`src/design/session_heartbeat_monitor_core_assert.svh`:
```
// assertion macros for the heartbeat monitor
`ifndef SESSION_HEARTBEAT_MONITOR_CORE_ASSERT_SVH
`define SESSION_HEARTBEAT_MONITOR_CORE_ASSERT_SVH

// generic clocked property, disabled in reset
`define SHM_ASSERT(name, prop, msg) \
  name: assert property (@(posedge clk) disable iff (rst) prop) else $error(msg);

// same-cycle implication
`define SHM_IMPLY(name, ante, cons, msg) \
  name: assert property (@(posedge clk) disable iff (rst) (ante) |-> (cons)) else $error(msg);

`endif

```
`src/design/shm_ram.sv`:
```
`default_nettype none
module shm_ram #(
  parameter int WIDTH  = 8,
  parameter int DEPTH  = 16,
  parameter int ADDR_W = (DEPTH > 1) ? $clog2(DEPTH) : 1
) (
  input  wire logic                  clk,
  input  wire logic                  we,
  input  wire logic [ADDR_W-1:0]     waddr,
  input  wire logic [WIDTH-1:0]      wdata,
  input  wire logic                  re,
  input  wire logic [ADDR_W-1:0]     raddr,
  output      logic [WIDTH-1:0]      rdata
);

  logic [WIDTH-1:0] mem [DEPTH];

  always_ff @(posedge clk) begin
    if (we) begin
      mem[waddr] <= wdata;
    end
    if (re) begin
      rdata <= mem[raddr];
    end
  end

endmodule
`default_nettype wire

```
`config.mk`:
```
export PLATFORM = sky130hd
export DESIGN_NAME = shm_ram
export DESIGN_NICKNAME = d
export VERILOG_FILES = /design/src/design/session_heartbeat_monitor_core_assert.svh /design/src/design/shm_ram.sv
export SDC_FILE = /design/constraint.sdc
export NUM_CORES = 1
export LEC_CHECK = 0
export BUFFER_PORTS_ARGS = -buffer_cell sky130_fd_sc_hd__buf_4
export CORE_ASPECT_RATIO = 0.6
export CORE_UTILIZATION = 35
export CTS_BUF_LIST = sky130_fd_sc_hd__clkbuf_16
export CTS_CLUSTER_SIZE = 10
export DETAILED_ROUTE_END_ITERATION = 7
export GPL_TIMING_DRIVEN = 0
export PLACE_DENSITY_LB_ADDON = 0.25
export SLEW_MARGIN = 10
export SYNTH_ARGS = -nofsm -noshare
export SYNTH_HDL_FRONTEND = slang
export SYNTH_SLANG_ARGS = --single-unit
```
`constraint.sdc`:
```
create_clock -name clk -period 3.8 [get_ports clk]
set_input_delay 0.19 -clock clk [delete_from_list [all_inputs] [get_ports clk]]
set_output_delay 0.19 -clock clk [all_outputs]
set_load 0.05 [all_outputs]
```
==> results of run 1 <==
==> where the power goes <==
part           internal, mW  total, mW  switching [mW]  leakage [nW]
Clock                 0.952       1.56           0.607         0.265
Combinational        0.0751      0.201           0.126         0.542
Sequential             1.69       1.70         0.00720          1.24
==> worst register-to-register path, delay by kind of cell, from the launching register on <==
family | cells | cell delay, ns
and+or+nand+nor | 1 | 0.14
DFF | 1 | 0.37
muxes | 1 | 0.53
AOI/OAI and AO/OA | 1 | 0.24
==> state kept, by name, indices dropped and copies added (netlist names) <==
name   flops
mem      128
rdata      8
==> cells in the final DEF, fill, tap and decap left out <==
cell type	synthesis	final
a22oi_1	16	16
and2_1	1	1
and2b_1	1	1
buf_2	3	3
buf_4	1	26
buf_6	3	3
bufinv_16	0	2
clkbuf_16	0	17
clkdlybuf4s25_2	3	3
clkinv_1	0	1
clkinv_2	0	5
clkinvlp_4	0	6
edfxtp_1	136	136
inv_1	0	1
mux4_1	14	14
mux4_2	18	18
nand2_1	9	9
nand2b_1	2	2
nand3_1	1	1
nand3b_1	2	2
nor2_1	13	13
nor2b_1	1	1
nor3_1	4	1
nor3_2	0	3
or3b_2	1	1
==> kinds of logic after synthesis <==
logic type      count (synthesis)  share of synthesized area, %
compound gates                 16                         2.298
simple gates                   35                         3.136
flops                         136                         78.12
buf+inv                        10                         1.651
mux                            32                         14.79
==> worst paths after layout <==
| check | from | end | slack (ns) | depth (start not counted) |
|---|---|---|---|---|
| setup / recovery | mem[14][7] | rdata[7] | 2.25 | 3 |
| hold / removal | re | rdata[0] | 0.06 | 1 |
| setup reg to reg | mem[14][7] | rdata[7] | 2.25 | 3 |
| hold reg to reg | mem[10][0] | rdata[0] | 0.78 | 3 |
==> cell type report <==
| cell class | instances | area share, % |
|---|---|---|
| Sequential cell | 136 | 65.44 |
| Multi-Input combinational cell | 83 | 17.18 |
| Clock buffer | 17 | 6.816 |
| Tap cell | 198 | 3.970 |
| Timing Repair Buffer | 25 | 3.007 |
| Clock inverter | 15 | 2.205 |
| Buffer | 10 | 1.383 |
==> metal layers <==
layer,vias up,global-route usage (%),routed length (um)
li1,1071,-,-
met1,1257,24.06,5160
met2,79,20.26,4677
met3,10,4.202,991
met4,0,4.615,82
met5,-,0,0
==> summary.txt, run 1 <==
Clocking
  – Worst-case clock buffer depth: 2
  – Post-cts gate resize count: 0
  – Hold_buf cts: 0
  – CTS tree: done
  – Worst skew pair latency: 0.41 ns
  – Cts bufs inserted: 17
  – H-tree Lvls: 4
  – Post-CTS Setup Repair Bufs: 0
  – CTS Root Cell: clkbuf_16
  – Sink Count: roughly 140
  – Reg clk slew, reported paths: around 0.06 ns

Floorplanning
  – Core area: between 10000 and 15000 um^2
  – Die X: about 160 um
  – DIE AREA: 15440 um^2
  – Die height: roughly 97 um
  – Ports: 27
  – Initial Util: 35.93%
  – Rows: 34

Critical path
  – Critical-path cell list: mux4_2, a22oi_1, nand2_1
  – WP data arrival: around 1.7 ns
  – Setup CP Type: flip-flop to flip-flop
  – Largest delay share family, worst path: multiplexers
  – WP data required: ~3.9 ns
  – CP bufs+invs: 0
  – Worst path slowest cell: mux4_2
  – CP Capture Type: flip-flop
  – Worst setup SP type: flip-flop
  – Crit-path max cell delay: about 0.53 ns
  – Critical path peak fanout: 1

Finish
  – Final core utilization: 42.90%
  – Register area: 4084 um^2
  – Area Overhead vs Synth: 19.39%
  – # diodes: 0
  – Multi-input combinational cell area: about 1100 um^2
  – Layout cells sized above 1: 30.42%
  – Fillers: 1300
  – Post-route cell area: 6241 um^2
  – Fin nets: about 290
  – Fin cells: approximately 480

Synthesis
  – Synthesized cell area: 5228 um^2
  – Netlist cell types: 18
  – Post-synth ARST share: 0%
  – Ranking of synthesized cells by area: edfxtp_1 78%, mux4_2 7.8%, mux4_1 7.0%
  – Synth top area share: between 70 and 80%
  – Area leader, netlist: edfxtp_1
  – Post-synth EDFFs: 136
  – Net Count, Synth: ~250
  – Top cells by count, synth: 136 x edfxtp_1, 18 x mux4_2, 16 x a22oi_1
  – Seq/Total Area, Yosys: between 70% and 80%
  – Flops & latches, synth: between 100 and 150
  – Ys flop type: edfxtp_1
  – Count leader, synth: edfxtp_1
  – Average cell area after synthesis: between 20 and 25 um^2
  – Synthesis Warnings: 0
  – Post-Syn Instances: approximately 230

Worst hold path
  – Hold crit path type: input pin to flip-flop

Pwr
  – PD cells: 554.1 nW/um^2
  – Tot Pwr: 3.458 mW
  – Pleak: a little over 2 nW
  – Peak supply drop: between 0.2 and 0.3 mV

Global routing
  – Initial antenna violation count: 0
  – Largest net degree at the start of global routing: 17
  – Vias in the first global route: 2500
  – First-pass GRT wire length: 16240 um
  – Total global routing overflow: 0
  – Global Route Usage Sum: between 10% and 20%

Timing
  – Post-route minimum period: 1.549 ns
  – Setup_tns: 0 ns
  – Slew HR: between 10% and 20%
  – Fmax: approximately 0.65 GHz
  – Final setup fails: 0
  – Worst-margin pin slew: about 1.2 ns
  – Post-Route Skew: ~0.0065 ns
  – Final Hold Violating Endpoints: 0
  – WHS: roughly 0.057 ns
  – Fin worst setup slack: 2.251 ns
  – Fin. max-slew vios: 0
  – Unrepaired setup endpoints after global routing: no
  – Final period utilization: about 41%

Route
  – Drt first pass iters: 6
  – Vias post-DR: 2417
  – DRT Wirelength: 10910 um
  – DRC: 0
  – DRT antenna net count: 0
  – Routed len/inst: between 20 and 25 um
  – Iter 0 DRT Violations: 223
  – Vias per cell: between 4 and 5

Status
  – Status: completed

Placement
  – Placed cells: roughly 450
  – Global placement routability congestion: between 0.7 and 0.8
  – Cell area after placement: around 5700 um^2
  – Dpl hpwl: ~7100 um
  – Port Buf Inserts: 25
  – Worst slack at placement: approximately 1.8 ns

Job
  – Max Cap Viol: 0
(Power assumes the default switching activity.)
==> run 2, diff against run 1 <==
clock period = 1.3 ns   (was 3.8 ns; I/O delays follow)
==> run 2 against run 1 <==
- the flow now finishes with violations (negative setup slack)
- maximum frequency is 5.0% higher
- routed wire length rose by 1.1%
- die area is the same
- highest routed layer unchanged
- setup slack worse by 2.4 ns
- critical endpoint is now rdata[2]
- sequential share of layout area decreased by 1.3 points
- cell area grew 2.1%
- global-route usage about the same
- clock skew about the same
- total power grew to 3.0 times the previous value
- cell count is 1.4% higher
==> summary.txt, run 2 (same netlist as run 1, synthesis figures left out) <==
Status
  – Status: complete, but fails checks
  – Failing checks: negative setup slack

Timing
  – Unrepaired setup endpoints after global routing: yes
  – Post-Route Skew: 0.006289 ns (-0.0002379 ns)
  – Worst-margin pin slew: 0.8656 ns (-0.3526 ns)
  – Fmax: 0.6779 GHz (+5.0%)
  – Final Hold Violating Endpoints: 0 (unchanged)
  – WHS: 0.01080 ns (-0.04666 ns)
  – Fin. max-slew vios: 0 (unchanged)
  – Slew HR: 41.98% (+24 points)
  – Final setup fails: 8 (+8)
  – Final period utilization: 113.5% (+73 points)
  – Fin worst setup slack: -0.1751 ns (-2.426 ns)
  – Post-route minimum period: 1.475 ns (-0.07355 ns)

Critical path
  – CP Capture Type: flip-flop
  – Worst setup SP type: flip-flop
  – Critical path peak fanout: 1 (unchanged)
  – Setup CP Type: flip-flop to flip-flop
  – WP data required: 1.45 ns (-2.49 ns)
  – WP data arrival: 1.62 ns (-0.07 ns)

Pwr
  – Clk pwr share: 45.4% (+0.3 points)
  – Internal: 8.016 mW (+190%)
  – Peak supply drop: 0.8881 mV (+220%)
  – Tot Pwr: 10.26 mW (+200%)
  – PD cells: 1611 nW/um^2 (+190%)
  – Sw Ratio: 21.90% (+0.49 points)
  – Seq pwr share: 48.3% (-0.8 points)
  – Pleak: 2.058 nW (+0.69%)
  – Psw: 2.248 mW (+200%)
  – Comb power frac: 6.2% (+0.4 points)

Clocking
  – Worst-case clock buffer depth: 2 (unchanged)
  – Reg clk slew, reported paths: 0.06 ns (about the same)
  – CTS tree: done
  – Sink Count: 136 (unchanged)
  – Cts bufs inserted: 17 (unchanged)
  – Post-CTS Setup Repair Bufs: 0 (unchanged)
  – Worst skew pair latency: 0.41 ns (about the same)
  – CTS Root Cell: clkbuf_16
  – H-tree Lvls: 4 (unchanged)

Placement
  – Placed cells: 452 (unchanged)
  – Port Buf Inserts: 25 (unchanged)
  – Global placement routability congestion: 0.7316 (-1.2%)
  – Cell area after placement: 5663 um^2 (-0.26%)
  – Dpl hpwl: 7124 um (+0.25%)

Floorplanning
  – Initial Util: 35.93% (unchanged)
  – Rows: 34 (unchanged)
  – Die height: 96.67 um (unchanged)
  – Die X: 159.8 um (unchanged)
  – Core area: 14550 um^2 (unchanged)
  – DIE AREA: 15440 um^2 (unchanged)
  – Ports: 27 (unchanged)

Route
  – Routed len/inst: 22.48 um (-0.30%)
  – DRC: 0 (unchanged)
  – Vias per cell: 4.937 (-1.1%)
  – Iter 0 DRT Violations: 166 (-26%)
  – Vias post-DR: 2424 (+0.29%)
  – DRT Wirelength: 11040 um (+1.1%)
  – Drt first pass iters: 4 (-2)
  – DRT antenna net count: 0 (unchanged)

Global routing
  – Vias in the first global route: 2507 (+0.28%)
  – Total global routing overflow: 0 (unchanged)
  – Global Route Usage Sum: 15.24% (about the same)
  – Largest net degree at the start of global routing: 17 (unchanged)
  – First-pass GRT wire length: 16240 um (unchanged)
  – Initial antenna violation count: 0 (unchanged)

Finish
  – Most common cell after layout, fill and taps aside: edfxtp_1
  – Area Overhead vs Synth: 21.90%
  – Fin nets: 299 (+2.4%)
  – # diodes: 0 (unchanged)
  – Top Registers: mem (128), rdata (8)
  – Post-route cell area: 6372 um^2 (+2.1%)
  – Max FFs per register: 128 (unchanged)
  – Fin cells: 491 (+1.4%)
  – Largest reg by FF count: mem
  – Layout cells sized above 1: 38.57% (+8.1 points)
  – Most frequent cells in the layout: 136 x edfxtp_1, 28 x mux4_2, 25 x buf_4, 17 x clkbuf_16

Worst hold path
  – Hold crit path type: input pin to flip-flop

Job
  – Max Cap Viol: 0 (unchanged)
[run 2: per-layer routing]
metal | global-route usage [%] | wire length (um) | up-vias
met4 | 4.396 | 74 | 0
met2 | 20.26 | 4601 | 74
met3 | 3.945 | 767 | 9
met5 | 0 | 0 | -
met1 | 24.30 | 5592 | 1266
li1 | - | - | 1075
[run 2: cell type report]
cell class              count  area [um^2]
clock inverters            15        153.9
multi-input cells          83         1106
plain buffers              10        97.59
flip-flops and latches    136         4084
repair buffers             32        257.7
fillers                  1254         8177
well taps                 198        247.7
clock buffers              17        425.4
[run 2: worst paths after layout]
check | to | from | cells past startpoint | slack, ns
hold / removal | mem[12][7] | wdata[7] | 1 | 0.01
hold reg to reg | rdata[7] | mem[15][7] | 3 | 0.76
setup reg to reg | rdata[2] | mem[11][2] | 3 | -0.18
setup / recovery | rdata[2] | mem[11][2] | 3 | -0.18
[run 2: worst max-delay path: stages, from the launching register on]
cell and delay (ns):
edfxtp_1 0.36, mux4_2 0.54, a22oi_2 0.23, nand2_2 0.10
[run 2: stage by stage]
step | TNS (ns) | setup slack, ns | utilization (%)
finish | -1.175 | -0.1751 | 43.80
CTS | -1.278 | -0.1913 | 43.61
global placement | -44.49 | -0.6818 | 38.85
global route | -1.512 | -0.2191 | 43.80
detailed placement | -38.48 | -0.5991 | 38.92
floorplan | -0.9464 | -0.03115 | -
[run 2: repair_timing]
item / in CTS / in global routing
resized for setup: 15 / 4
endpoints found under the hold margin: 72 / 7
endpoints found under the setup margin: 40 / 8
hold buffers: 6 / 1
pin swaps: 3 / 0
[run 2: power by group through the flow]
stage                     combinational [mW]  clock, mW  sequential, mW
after floorplan                        0.259          0            5.13
after global placement                 0.590          0            5.05
after detailed placement               0.598          0            5.05
after CTS                              0.636       4.72            4.96
after global routing                   0.678       4.91            4.97
final                                  0.641       4.66            4.96
==> run 3, diff against run 2 <==
clock period = 1.7 ns   (was 1.3 ns; I/O delays follow)
==> run 3 against run 2 <==
- the flow now finishes without violations
- die area unchanged
- total power decreased by 25%
- sequential share of layout area increased by 1.0 points
- critical path type unchanged
==> summary.txt, run 3 (same netlist as run 1, synthesis figures left out) <==
Timing
  – Fin. max-slew vios: 0 (unchanged)
  – Final Hold Violating Endpoints: 0 (unchanged)
  – Slew HR: 17.44% (-25 points)
  – Final period utilization: 92.01% (-21 points)
  – Post-Route Skew: 0.007562 ns (+0.001274 ns)
  – Worst-margin pin slew: 1.229 ns (+0.3633 ns)
  – Unrepaired setup endpoints after global routing: no
  – Final setup fails: 0 (-8)
  – Fmax: 0.6393 GHz (-5.7%)
  – Fin worst setup slack: 0.1358 ns (+0.3109 ns)
  – Post-route minimum period: 1.564 ns (+0.08913 ns)

Route
  – DRT antenna net count: 0 (unchanged)
  – Iter 0 DRT Violations: 224 (+35%)
  – DRT Wirelength: 10940 um (-0.92%)
  – Drt first pass iters: 6 (+2)
  – DRC: 0 (unchanged)
  – Routed len/inst: 22.45 um (-0.11%)
  – Vias post-DR: 2405 (-0.78%)
  – Vias per cell: 4.938 (about the same)

Clocking
  – Hold_buf cts: 3 (-3)
  – Worst-case clock buffer depth: 2 (unchanged)
  – Post-CTS Setup Repair Bufs: 0 (unchanged)
  – H-tree Lvls: 4 (unchanged)
  – CTS tree: done
  – Worst skew pair latency: 0.41 ns (about the same)
  – Reg clk slew, reported paths: 0.06 ns (about the same)
  – Cts bufs inserted: 17 (unchanged)
  – Post-cts gate resize count: 0 (-15)
  – Sink Count: 136 (unchanged)
  – CTS Root Cell: clkbuf_16

Finish
  – # diodes: 0 (unchanged)
  – Layout cells sized above 1: 30.10% (-8.5 points)
  – Max FFs per register: 128 (unchanged)
  – Fin nets: 295 (-1.3%)
  – Final core utilization: 43.10% (-0.70 points)
  – Top Registers: mem (128), rdata (8)
  – Most frequent cells in the layout: 136 x edfxtp_1, 26 x buf_4, 18 x mux4_2, 17 x clkbuf_16, 16 x a22oi_1
  – Fin cells: 487 (-0.81%)
  – Area Overhead vs Synth: 19.96%
  – Most common cell after layout, fill and taps aside: edfxtp_1
  – Post-route cell area: 6271 um^2 (-1.6%)
  – Largest reg by FF count: mem

Floorplanning
  – Die height: 96.67 um (unchanged)
  – Initial Util: 35.93% (unchanged)
  – DIE AREA: 15440 um^2 (unchanged)
  – Rows: 34 (unchanged)
  – Die X: 159.8 um (unchanged)
  – Core area: 14550 um^2 (unchanged)
  – Ports: 27 (unchanged)

Critical path
  – Critical path peak fanout: 1 (unchanged)
  – Worst setup SP type: flip-flop
  – WP data required: 1.83 ns (+0.38 ns)
  – WP data arrival: 1.70 ns (+0.08 ns)
  – CP Capture Type: flip-flop
  – Setup CP Type: flip-flop to flip-flop

Pwr
  – Peak supply drop: 0.6248 mV (-30%)
  – Pleak: 2.056 nW (about the same)
  – PD cells: 1232 nW/um^2 (-24%)
  – Tot Pwr: 7.726 mW (-25%)

Placement
  – Cell area after placement: 5678 um^2 (+0.27%)
  – Worst slack at placement: -0.1808 ns (+0.4183 ns)
  – Placed cells: 452 (unchanged)
  – Dpl hpwl: 7106 um (-0.25%)
  – Port Buf Inserts: 25 (unchanged)
  – Global placement routability congestion: 0.7407 (+1.2%)

Global routing
  – Vias in the first global route: 2506 (-0.040%)
  – Global Route Usage Sum: 15.27% (+0.024 points)
  – First-pass GRT wire length: 16260 um (about the same)
  – Initial antenna violation count: 0 (unchanged)
  – Total global routing overflow: 0 (unchanged)
  – Largest net degree at the start of global routing: 17 (unchanged)

Status
  – Status: completed

Job
  – Max Cap Viol: 0 (unchanged)

Worst hold path
  – Hold crit path type: input pin to flip-flop
run 3: cell count changes in the layout (fill, tap and decap cells not counted), moves of 2 or more:
cell and delta:
dlygate4sd3_1 -4, nor2_2 -3, buf_8 -2, inv_6 -2
mux4_1 +10, mux4_2 -10, clkinv_4 -4, nor2_1 +3
a22oi_2 -10, clkinv_2 +2, clkinvlp_4 +3, a22oi_1 +10
run 3: final timing paths:
check	startpoint	to	slack, ns	depth (start not counted)
setup / recovery	mem[14][7]	rdata[7]	0.14	3
hold / removal	wdata[0]	mem[3][0]	0.02	1
setup reg to reg	mem[14][7]	rdata[7]	0.14	3
hold reg to reg	mem[0][1]	rdata[1]	0.78	3
run 3: layer usage:
metal	vias to the layer above	wire (um)	track usage [%]
li1	1074	-	-
met3	4	908	4.202
met1	1251	5278	24.06
met5	-	0	0
met2	76	4714	20.29
met4	0	33	4.615
run 3: final cells by class:
class                           instances  area (um^2)
Tap cell                              198        247.7
Sequential cell                       136         4084
Fill cell                            1297         8278
Buffer                                 10        86.33
Multi-Input combinational cell         83         1072
Clock buffer                           17        425.4
Timing Repair Buffer                   28        217.7
Clock inverter                         15        137.6
run 3: power by group:
part	leakage (nW)	total, mW	internal [mW]	switching, mW
registers	1.24	3.79	3.78	0.0161
clock network	0.265	3.48	2.13	1.35
logic	0.555	0.454	0.172	0.282
run 3: critical path: stages, from the launching register on:
cell and delay [ns]:
edfxtp_1 0.37, mux4_2 0.53, a22oi_1 0.25, nand2_1 0.14
run 3: metrics by stage:
| step | TNS, ns | hold WS, ns |
|---|---|---|
| after floorplan | 0 | 0.1839 |
| after global placement | -10.56 | 0.3624 |
| after detailed placement | -4.510 | 0.3736 |
| after CTS | 0 | 0.003361 |
| after global routing | 0 | 0.004573 |
| final | 0 | 0.01532 |
